### src/hdl/assert_macros.svh
// assertion macros used by the evaluator module
`ifndef ASSERT_MACROS_SVH
`define ASSERT_MACROS_SVH

// same-cycle implication, checked outside reset
`define CHK_IMPL(label, ante, cons, msg) \
	label: assert property (@(posedge clk) disable iff (!arst_n) (ante) |-> (cons)) \
		else $error(msg);

// next-cycle implication, checked outside reset
`define CHK_NEXT(label, ante, cons, msg) \
	label: assert property (@(posedge clk) disable iff (!arst_n) (ante) |=> (cons)) \
		else $error(msg);

`endif

### src/hdl/see_pkg.sv
// shared types, constants and helper functions of the expression evaluator
package see_pkg;

	localparam int STACK_DEPTH = 16;
	localparam int VAR_COUNT   = 256;
	localparam int SP_W        = $clog2(STACK_DEPTH + 1);
	localparam int AW          = $clog2(STACK_DEPTH);

	localparam int Q_ONE       = 65536;
	localparam int TWO_PI_Q16  = 411775;
	localparam int PI_Q16      = 205887;
	localparam int HALF_PI_Q16 = 102944;
	localparam int GAIN_Q30    = 652032874;

	localparam int CW    = 34;
	localparam int DVS_W = CW;
	localparam int DVD_W = CW + 16;
	localparam int SQ_W  = 48;
	localparam int SQ_RW = SQ_W / 2;

	localparam logic signed [31:0] S32_MAX = 32'sh7FFF_FFFF;
	localparam logic signed [31:0] S32_MIN = 32'sh8000_0000;

	typedef enum logic [4:0] {
		OP_PUSH_NUM = 5'd0,
		OP_PUSH_VAR = 5'd1,
		OP_PUSH_IDX = 5'd2,
		OP_NEG      = 5'd3,
		OP_NOT      = 5'd4,
		OP_SET      = 5'd5,
		OP_ADD      = 5'd6,
		OP_SUB      = 5'd7,
		OP_MUL      = 5'd8,
		OP_GT       = 5'd9,
		OP_LT       = 5'd10,
		OP_GE       = 5'd11,
		OP_LE       = 5'd12,
		OP_EQ       = 5'd13,
		OP_NE       = 5'd14,
		OP_AND      = 5'd15,
		OP_OR       = 5'd16,
		OP_DIV      = 5'd17,
		OP_SIN      = 5'd18,
		OP_COS      = 5'd19,
		OP_TAN      = 5'd20,
		OP_SQRT     = 5'd21,
		OP_MIN      = 5'd22,
		OP_MAX      = 5'd23,
		OP_CLAMP    = 5'd24
	} op_t;

	// saturate to int32, msb flags saturation
	function automatic logic [32:0] sat32(input logic signed [63:0] v);
		logic [32:0] r;
		if (v > 64'(S32_MAX)) begin
			r = {1'b1, S32_MAX};
		end else if (v < 64'(S32_MIN)) begin
			r = {1'b1, S32_MIN};
		end else begin
			r = {1'b0, v[31:0]};
		end
		return r;
	endfunction

	function automatic logic signed [31:0] boolq(input logic b);
		return b ? 32'(Q_ONE) : 32'sd0;
	endfunction

	function automatic logic [31:0] atan_q30(input logic [4:0] i);
		logic [31:0] r;
		case (i)
			5'd0:  r = 32'h3243F6A8;
			5'd1:  r = 32'h1DAC6705;
			5'd2:  r = 32'h0FADBAFC;
			5'd3:  r = 32'h07F56EA6;
			5'd4:  r = 32'h03FEAB76;
			5'd5:  r = 32'h01FFD55B;
			5'd6:  r = 32'h00FFFAAA;
			5'd7:  r = 32'h007FFF55;
			5'd8:  r = 32'h003FFFEA;
			5'd9:  r = 32'h001FFFFD;
			5'd10: r = 32'h000FFFFF;
			5'd11: r = 32'h0007FFFF;
			5'd12: r = 32'h0003FFFF;
			5'd13: r = 32'h0001FFFF;
			5'd14: r = 32'h0000FFFF;
			5'd15: r = 32'h00007FFF;
			5'd16: r = 32'h00003FFF;
			5'd17: r = 32'h00001FFF;
			5'd18: r = 32'h00000FFF;
			5'd19: r = 32'h000007FF;
			5'd20: r = 32'h000003FF;
			5'd21: r = 32'h000001FF;
			5'd22: r = 32'h000000FF;
			5'd23: r = 32'h0000007F;
			5'd24: r = 32'h0000003F;
			5'd25: r = 32'h0000001F;
			5'd26: r = 32'h0000000F;
			5'd27: r = 32'h00000008;
			5'd28: r = 32'h00000004;
			5'd29: r = 32'h00000002;
			5'd30: r = 32'h00000001;
			default: r = 32'h00000000;
		endcase
		return r;
	endfunction

endpackage

### src/hdl/see_div.sv
// restoring unsigned divider, one quotient bit per cycle
module see_div (
	input  logic                       clk,
	input  logic                       arst_n,
	input  logic                       start,
	input  logic [see_pkg::DVD_W-1:0] dividend,
	input  logic [see_pkg::DVS_W-1:0] divisor,
	output logic                       done,
	output logic [see_pkg::DVD_W-1:0] quotient
);
	import see_pkg::*;

	localparam int CNT_W = $clog2(DVD_W);

	logic             busy_q;
	logic             done_q;
	logic [CNT_W-1:0] cnt_q;
	logic [DVD_W-1:0] dvd_q;
	logic [DVS_W-1:0] dvs_q;
	logic [DVS_W-1:0] rem_q;
	logic [DVS_W:0]   rem_sh;
	logic [DVS_W+1:0] diff;
	logic             ge;

	assign rem_sh = {rem_q, dvd_q[DVD_W-1]};
	assign diff   = {1'b0, rem_sh} - {2'b0, dvs_q};
	assign ge     = !diff[DVS_W+1];

	always_ff @(posedge clk or negedge arst_n) begin
		if (!arst_n) begin
			busy_q <= 1'b0;
			done_q <= 1'b0;
			cnt_q  <= '0;
			dvd_q  <= '0;
			dvs_q  <= '0;
			rem_q  <= '0;
		end else begin
			done_q <= 1'b0;
			if (start) begin
				busy_q <= 1'b1;
				cnt_q  <= '0;
				dvd_q  <= dividend;
				dvs_q  <= divisor;
				rem_q  <= '0;
			end else if (busy_q) begin
				rem_q <= ge ? diff[DVS_W-1:0] : rem_sh[DVS_W-1:0];
				dvd_q <= {dvd_q[DVD_W-2:0], ge};
				cnt_q <= cnt_q + 1'b1;
				if (cnt_q == CNT_W'(DVD_W - 1)) begin
					busy_q <= 1'b0;
					done_q <= 1'b1;
				end
			end
		end
	end

	assign done     = done_q;
	assign quotient = dvd_q;

endmodule

### config.mk
export PLATFORM = sky130hd
export DESIGN_NAME = see_div
export DESIGN_NICKNAME = d
export VERILOG_FILES = /design/src/hdl/assert_macros.svh /design/src/hdl/see_pkg.sv /design/src/hdl/see_div.sv
export SDC_FILE = /design/constraint.sdc
export NUM_CORES = 1
export LEC_CHECK = 0
export BUFFER_PORTS_ARGS = -buffer_cell sky130_fd_sc_hd__buf_4
export CAP_MARGIN = 10
export CORE_MARGIN = 10
export CORE_UTILIZATION = 40
export CTS_BUF_LIST = sky130_fd_sc_hd__clkbuf_4
export CTS_CLUSTER_DIAMETER = 100
export DETAILED_ROUTE_END_ITERATION = 6
export SLEW_MARGIN = 20
export SYNTH_ARGS = -nofsm -noshare
export SYNTH_HDL_FRONTEND = slang
export SYNTH_SLANG_ARGS = --single-unit
### constraint.sdc
create_clock -name clk -period 5.41 [get_ports clk]
set_input_delay 1.082 -clock clk [delete_from_list [all_inputs] [get_ports clk]]
set_output_delay 1.082 -clock clk [all_outputs]
set_load 0.02 [all_outputs]
=== After elaboration in Yosys (flattened, before gate mapping) ===
Index checks and enable logic that the tools add are counted.

* Output and inout bits: 51
* Register bits after elaboration: 126

* Muxes and demuxes: 13
* Add/subtract/negate cells: 2
* Eq/ne operators: 1
* Reductions and logical operators: 2

{| class="wikitable"
|+ Operators by type and width
! operator !! number
|-
| two-way mux 34 bit || 3
|-
| two-way mux 50 bit || 2
|-
| subtractor 35 x 34 -> 36 bit || 1
|-
| two-way mux 6 bit || 2
|-
| adder 6 x 1 -> 6 bit (second input constant) || 1
|-
| equality test 6 bit (second input constant) || 1
|-
| two-way mux 1 bit || 6
|-
| nonzero test 2 bit || 1
|-
| logical NOT 1 bit || 1
|}

=== Depth between registers and ports, before layout ===
Gate-level depths: netlist (run 1).

* Depth after elaboration: 4
* Mapped depth: 14
* Mapped depth without buffers: 13

=== Least setup slack after synthesis (run 1) ===
OpenSTA, ideal clock, no wires.

* Kind: register to register
* From: register dvd_q[49], in the netlist quotient[49]
* To: register rem_q[32]
* Library setup time: 0.145 ns
* Arrival: 2.865 ns
* Path slack: 2.400 ns
* Stages on the path, launching flop included: 14
* Cells stage by stage: dfrtp_1 > inv_1 > ha_1 > inv_1 > fa_1 > a21o_1 > a311o_1 > a211oi_2 > o21ai_1 > a221oi_2 > o21ai_0 > a21oi_1 > xor2_1 > a31oi_1

* Word-level cells in the longest chain between the ends: 4

{| class="wikitable"
|+ Ends and longest elaborated chain
! element !! line !! source
|-
| start, declared || see_div.sv:18 || <nowiki>logic [DVD_W-1:0] dvd_q;</nowiki>
|-
| start signal, assigned || see_div.sv:42 || <nowiki>dvd_q <= dividend;</nowiki>
|-
| start signal, assigned || see_div.sv:47 || <nowiki>dvd_q <= {dvd_q[DVD_W-2:0], ge};</nowiki>
|-
| subtractor 35 x 34 -> 36 bit || see_div.sv:26 || <nowiki>assign diff = {1'b0, rem_sh} - {2'b0, dvs_q};</nowiki>
|-
| two-way mux 34 bit || see_div.sv:46 || <nowiki>rem_q <= ge ? diff[DVS_W-1:0] : rem_sh[DVS_W-1:0];</nowiki>
|-
| two-way mux 34 bit || see_div.sv:45 || <nowiki>end else if (busy_q) begin</nowiki>
|-
| two-way mux 34 bit || see_div.sv:39 || <nowiki>if (start) begin</nowiki>
|-
| end signal, assigned || see_div.sv:46 ||
|-
| end, declared || see_div.sv:20 || <nowiki>logic [DVS_W-1:0] rem_q;</nowiki>
|}

No other way between the ends. The select of a mux whose other input is x is not followed.
A chain may end at the register's enable or synchronous reset.

=== Final worst setup path (run 1) ===
* From: register rem_q[3]
* To: register rem_q[1]

* Word-level cells in the longest chain between the ends: 4

{| class="wikitable"
|+ Ends and longest elaborated chain
! element !! line
|-
| subtractor 35 x 34 -> 36 bit || see_div.sv:26
|-
| two-way mux 34 bit || see_div.sv:46
|-
| two-way mux 34 bit || see_div.sv:45
|-
| two-way mux 34 bit || see_div.sv:39
|}

No other way between the ends. The select of a mux whose other input is x is not followed.

==> results of run 1 <==
-- Yosys cell counts, types with 17 or more instances --
cell type | count | area share [%]
o21ai_0 | 100 | 6.7
inv_1 | 46 | 2.3
a311oi_1 | 17 | 2.0
nand2_1 | 147 | 7.4
xnor2_1 | 20 | 2.3
mux2i_1 | 50 | 6.7
dfrtp_1 | 126 | 42
clkbuf_1 | 35 | 1.8
nor2_1 | 54 | 2.7
ha_1 | 36 | 6.0
a21oi_1 | 36 | 2.4
-- area by class of cell --
type	count	area, um^2
clock inverters	15	169
well taps	234	293
fillers	1836	9640
multi-input cells	613	3940
inverters	46	173
clock buffers	17	128
repair buffers	143	1080
flip-flops and latches	126	3160
diodes	1	2.50
-- state kept, by name, indices dropped and copies added (netlist names) --
name	flops
quotient	50
busy_q	1
rem_q	34
cnt_q	6
done	1
dvs_q	34
-- worst reg2reg max path: stages (launching register included) --
cell and delay, ps:
dfrtp_1 420, ha_1 380, o211ai_1 120, a21oi_1 260
o21ai_1 180, a21boi_2 240, o311ai_4 150, a211oi_4 360
or2_1 600, buf_4 390, nand2_1 100, a311oi_1 270
-- metal layers --
metal / track usage, % / wire, um / share of wire (%)
met1: 22.6 / 9710 / 49
met2: 24.3 / 8550 / 43
met3: 3.96 / 1350 / 6.8
met4: 4.72 / 181 / 0.91
met5: 0 / 0 / 0
-- report_power, final --
part / switching, mW / internal [mW] / total (mW) / leakage (nW)
Sequential: 0.0999 / 1.07 / 1.17 / 1.58
Clock: 0.436 / 0.253 / 0.689 / 0.159
Combinational: 0.838 / 0.587 / 1.43 / 2.84
-- cell families after synthesis --
family	synth area share, %
AND/OR/NAND/NOR	15.3
adder cells (fa/ha/maj)	6.27
XOR/XNOR	3.74
flip-flops	42.0
multiplexers	6.82
buffers and inverters	5.49
AO/OA/AOI/OAI	20.3
-- cells in the final DEF (no fill, tap or decap), types with 17 or more instances in the layout --
master	n
a21oi_1	36
a311oi_1	17
buf_4	142
clkbuf_4	17
dfrtp_1	125
ha_1	36
inv_1	46
mux2i_1	50
nand2_1	147
nor2_1	54
o21ai_0	100
xnor2_1	20
-- path summary, 6_finish.rpt --
check                               endpoint  slack (ps)  depth (start not counted)
worst max-delay path                rem_q[1]        1860                         11
worst min-delay path                dvs_q[4]         510                          1
worst max register to register      rem_q[1]        1860                         11
worst min register to register      dvs_q[0]         540                          1
max in group asynchronous       quotient[46]        3890                          2
min in group clk                    dvs_q[0]         540                          1
-- through the flow --
stage               instance area (um^2)  total power [mW]  hold WS (ps)  worst slack [ps]
floorplan                           7500              2.27           485              2400
global placement                    8640              2.60           509              1990
detailed placement                  8640              2.61           506              1870
CTS                                 8940              3.32           478              1830
global route                        8940              3.54           500              1610
finish                              8940              3.29           509              1860
==> flow_summary_export.csv, run 1 <==
group,metric,value,unit
run_status,status,"finished clean",
clock_tree,ctsHoldBuffers,0,
setup_path,r2r-start,"rem_q[3]",
setup_path,end_kind,"flip-flop",
synth,syn-num-nets,959,
routing,vias_per_cell,5.35,
timing,hold_violations,0,
floorplanning,die-height,157,um
clock_tree,cts_buffers,17,
floorplanning,core,0.0186,mm^2
routing,routedWlPerCell,16.6,um
routing,drc,0,
timing,fin_crit,3550,ps
floorplanning,start_util,40.4,%
setup_path,cp_num_buf_inv,1,
setup_path,crit_path_start_kind,"flip-flop",
global_routing,grt_overflow,0,
routing,firstDrtPassIters,5,
power,cellLeakagePower,4.57,nW
clock_tree,clkTransAtPathRegs,130,ps
timing,finClkSkew,23.5,ps
floorplanning,dieArea,0.0246,mm^2
placement,port_buffers,137,
synth,ys_seq_area_share,42.0,%
synth,synth_area,0.00750,mm^2
synth,yosysWarnings,0,
synth,syn_area_per_cell,8.98,um^2
synth,ys_seq_elements,126,
clock_tree,cts_tree,"yes",
floorplanning,rows,50,
routing,drt_iter0_drc,393,
global_routing,antenna_found_initial,1,
setup_path,startpoint,"rem_q[3]",
power,irDropWorstVdd,0.165,mV
timing,max_freq,281,MHz
setup_path,cp_data_arrival_time,4020,ps
setup_path,cp_slowest_cell,"or2_1",
setup_path,cp_cell_sequence,"ha_1 -> o211ai_1 -> a21oi_1 -> o21ai_1 -> a21boi_2 -> o311ai_4 -> a211oi_4 -> or2_1 -> buf_4 -> nand2_1 -> a311oi_1",
placement,placed_cells,1162,
final_layout,final_core_util,48.1,%
clock_tree,cts_sinks,126,
final_layout,final-instance-count-excl-fill,1195,
worst_hold_path,hold_path.class,"in2async",
final_layout,layout-drive-gt1-share,21.5,%
setup_path,crit_required,5870,ps
timing,tightest_slew,914,ps
clock_tree,cts_max_level,4,
timing,setup_total_negative_slack,0,ps
global_routing,track_usage,16.2,%
clock_tree,cts_setup_buffers,0,
setup_path,crit_fanout,17,
routing,ant_nets,0,
timing,grt_setup_unrepaired,"no",
clock_tree,post_cts_resized,0,
floorplanning,fp.dieW,157,um
clock_tree,clk_path_buf_depth,2,
floorplanning,ios,138,
clock_tree,cts_root_buf,"clkbuf_4",
setup_path,cpPeakStageDelay,600,ps
synth,synth_edf_count,0,
placement,place_congestion,0.827,
power,power_density,368,mW/mm^2
timing,period_share,65.7,%
routing,via_count,6390,
placement,dpl.hpwl,14200,um
global_routing,grt_pass1_vias,6330,
timing,finalSetupViolations,0,
flow_run,max_cap_violations,0,
global_routing,grt_pass1_wl,32600,um
synth,syn_inst,835,
synth,synthFlopType,"dfrtp_1",
clock_tree,clk_latency,550,ps
setup_path,crit_family,"compound AO/OA/AOI/OAI gates",
final_layout,area_growth,19.2,%
setup_path,worstSetupPathType,"reg2reg",
global_routing,grt_start_max_net_pins,106,
synth,post_synth_num_cell_types,63,
routing,drt_wl_total,19800,um
timing,final_max_slew_viol_count,0,
final_layout,nNetsFinal,1071,
timing,slew_headroom,38.9,%
synth,synthArstFlopShare,100,%
Power figures use the tool's default switching activity.
==> inputs of run 2 (changes only) <==
==> constraint.sdc (replaced) <==
create_clock -name clk -period 3.1 [get_ports clk]
set_input_delay 0.62 -clock clk [delete_from_list [all_inputs] [get_ports clk]]
set_output_delay 0.62 -clock clk [all_outputs]
set_load 0.02 [all_outputs]
==> flow_summary_export.csv, run 2 (synthesis results as in run 1) <==
group,metric,value,unit
run_status,status,"finished clean",
setup_path,r2r_cells,10,
setup_path,crit_path_start_kind,"flip-flop",
setup_path,r2r-start,"rem_q[20]",
global_routing,grt_overflow,0,
timing,tightest_slew,618,ps
clock_tree,cts_buffers,17,
timing,finClkSkew,16.7,ps
final_layout,n_fill_cell,1820,
timing,fin_crit,2970,ps
power,internal_power,3.43,mW
power,p_sw,2.45,mW
setup_path,crit_required,3560,ps
setup_path,crit_fanout,10,
clock_tree,cts_max_level,4,
placement,pre_cts_slack,11.2,ps
timing,period_share,95.8,%
final_layout,fin_area,0.00919,mm^2
global_routing,track_usage,15.9,%
power,cellLeakagePower,4.70,nW
setup_path,reg2reg_to,"rem_q[8]",
routing,drc,0,
floorplanning,ios,138,
routing,drt_iter0_drc,417,
final_layout,final_cell_mix,"buf_4 (163), nand2_1 (147), dfrtp_1 (125)",
final_layout,nNetsFinal,1096,
routing,ant_nets,0,
placement,port_buffers,137,
flow_run,max_cap_violations,0,
clock_tree,cts_root_buf,"clkbuf_4",
clock_tree,cts_tree,"yes",
global_routing,antenna_found_initial,1,
power,p_clk_share,19.2,%
timing,max_freq,337,MHz
floorplanning,dieArea,0.0246,mm^2
power,power_density,639,mW/mm^2
power,irDropWorstVdd,0.285,mV
timing,final_max_slew_viol_count,0,
floorplanning,rows,50,
final_layout,area_growth,22.5,%
routing,vias_per_cell,5.29,
setup_path,end_kind,"flip-flop",
clock_tree,clkTransAtPathRegs,130,ps
timing,finalSetupViolations,0,
routing,drt_wl_total,19600,um
routing,routedWlPerCell,16.1,um
routing,via_count,6456,
global_routing,grt_start_max_net_pins,72,
setup_path,cp_data_arrival_time,3430,ps
clock_tree,clk_latency,570,ps
final_layout,largest_reg_flops,50,
timing,slew_headroom,58.8,%
worst_hold_path,hold_path.class,"in2async",
clock_tree,ctsHoldBuffers,0,
setup_path,reg2reg_setup_slack,130,ps
global_routing,grt_pass1_wl,32000,um
routing,firstDrtPassIters,5,
final_layout,layout-drive-gt1-share,24.6,%
global_routing,grt_pass1_vias,6177,
placement,place_congestion,0.852,
timing,finalWorstSetupSlack,130,ps
power,switching_share,41.7,%
clock_tree,clk_path_buf_depth,2,
floorplanning,die-height,157,um
placement,dpl.hpwl,14300,um
clock_tree,cts_sinks,126,
setup_path,worstSetupPathType,"reg2reg",
floorplanning,start_util,40.4,%
timing,hold_violations,0,
placement,postPlaceCellArea,0.00884,mm^2
power,power_frac_seq,34.7,%
final_layout,layout_commonest_cell,"buf_4",
floorplanning,fp.dieW,157,um
power,comb_power_share,46.1,%
floorplanning,core,0.0186,mm^2
==> run 2: metrics by stage <==
stage	setup TNS, ps	hold WS (ps)	power, mW	instances	utilization [%]
after global placement	0	502	4.67	1184	47.6
final	0	51.1	5.88	1220	49.5
after global routing	-4.25	55.0	6.34	1220	49.5
after detailed placement	0	504	4.68	1184	47.6
after floorplan	0	324	3.96	835	-
after CTS	-7.01	37.8	5.85	1216	49.1
==> run 2: worst max-delay path, cell delays in order (launching register included) <==
cell	delay [ps]
dfrtp_1	420
ha_1	390
nand4_1	200
nor4_2	290
a21boi_2	270
o311ai_4	150
a211oi_4	330
or2_1	210
buf_4	230
nand2_2	60
a311oi_1	300
==> run 2: area by class of cell <==
class | count | area [um^2] | area share [%]
antenna | 1 | 2.50 | 0.0272
clock buffer | 17 | 128 | 1.39
clock inverter | 15 | 144 | 1.57
inverter | 46 | 173 | 1.88
multi-input combinational | 613 | 3990 | 43.4
sequential | 126 | 3160 | 34.3
tap | 234 | 293 | 3.19
timing repair buffer | 168 | 1310 | 14.2
==> run 2: worst max path at each step <==
stage,from,end,slack [ps],depth (start not counted)
6_report,rem_q[20],rem_q[8],130,10
5_1_grt,rem_q[12],rem_q[8],-2,11
4_1_cts,quotient[49],rem_q[22],-4,13
3_5_place_dp,quotient[49],rem_q[28],10,13
3_3_place_gp,quotient[49],rem_q[32],50,13
2_1_floorplan,quotient[49],rem_q[32],90,13
==> run 2: power groups by stage <==
| stage | Clock [mW] | Combinational (mW) | Sequential (mW) |
|---|---|---|---|
| global route | 1.24 | 3.03 | 2.07 |
| floorplan | 0 | 1.85 | 2.11 |
| global placement | 0 | 2.60 | 2.07 |
| detailed placement | 0 | 2.61 | 2.07 |
| finish | 1.13 | 2.71 | 2.04 |
| CTS | 1.17 | 2.64 | 2.04 |
==> run 2: repair_timing <==
action / 4_1_cts / 5_1_grt
cloned: 0 / 0
endpoints found under the setup margin: 2 / 20
resized for setup: 1 / 13
pin swaps: 1 / 8
hold endpoints to repair: 0 / 0
setup buffers: 0 / 3
==> run 2: layer usage <==
| metal | track usage, % | up-vias | routed length, um |
|---|---|---|---|
| li1 | - | 3213 | - |
| met1 | 22.2 | 3056 | 9810 |
| met2 | 23.6 | 171 | 8360 |
| met3 | 3.98 | 16 | 1190 |
| met4 | 4.85 | 0 | 242 |
| met5 | 0 | - | 0 |
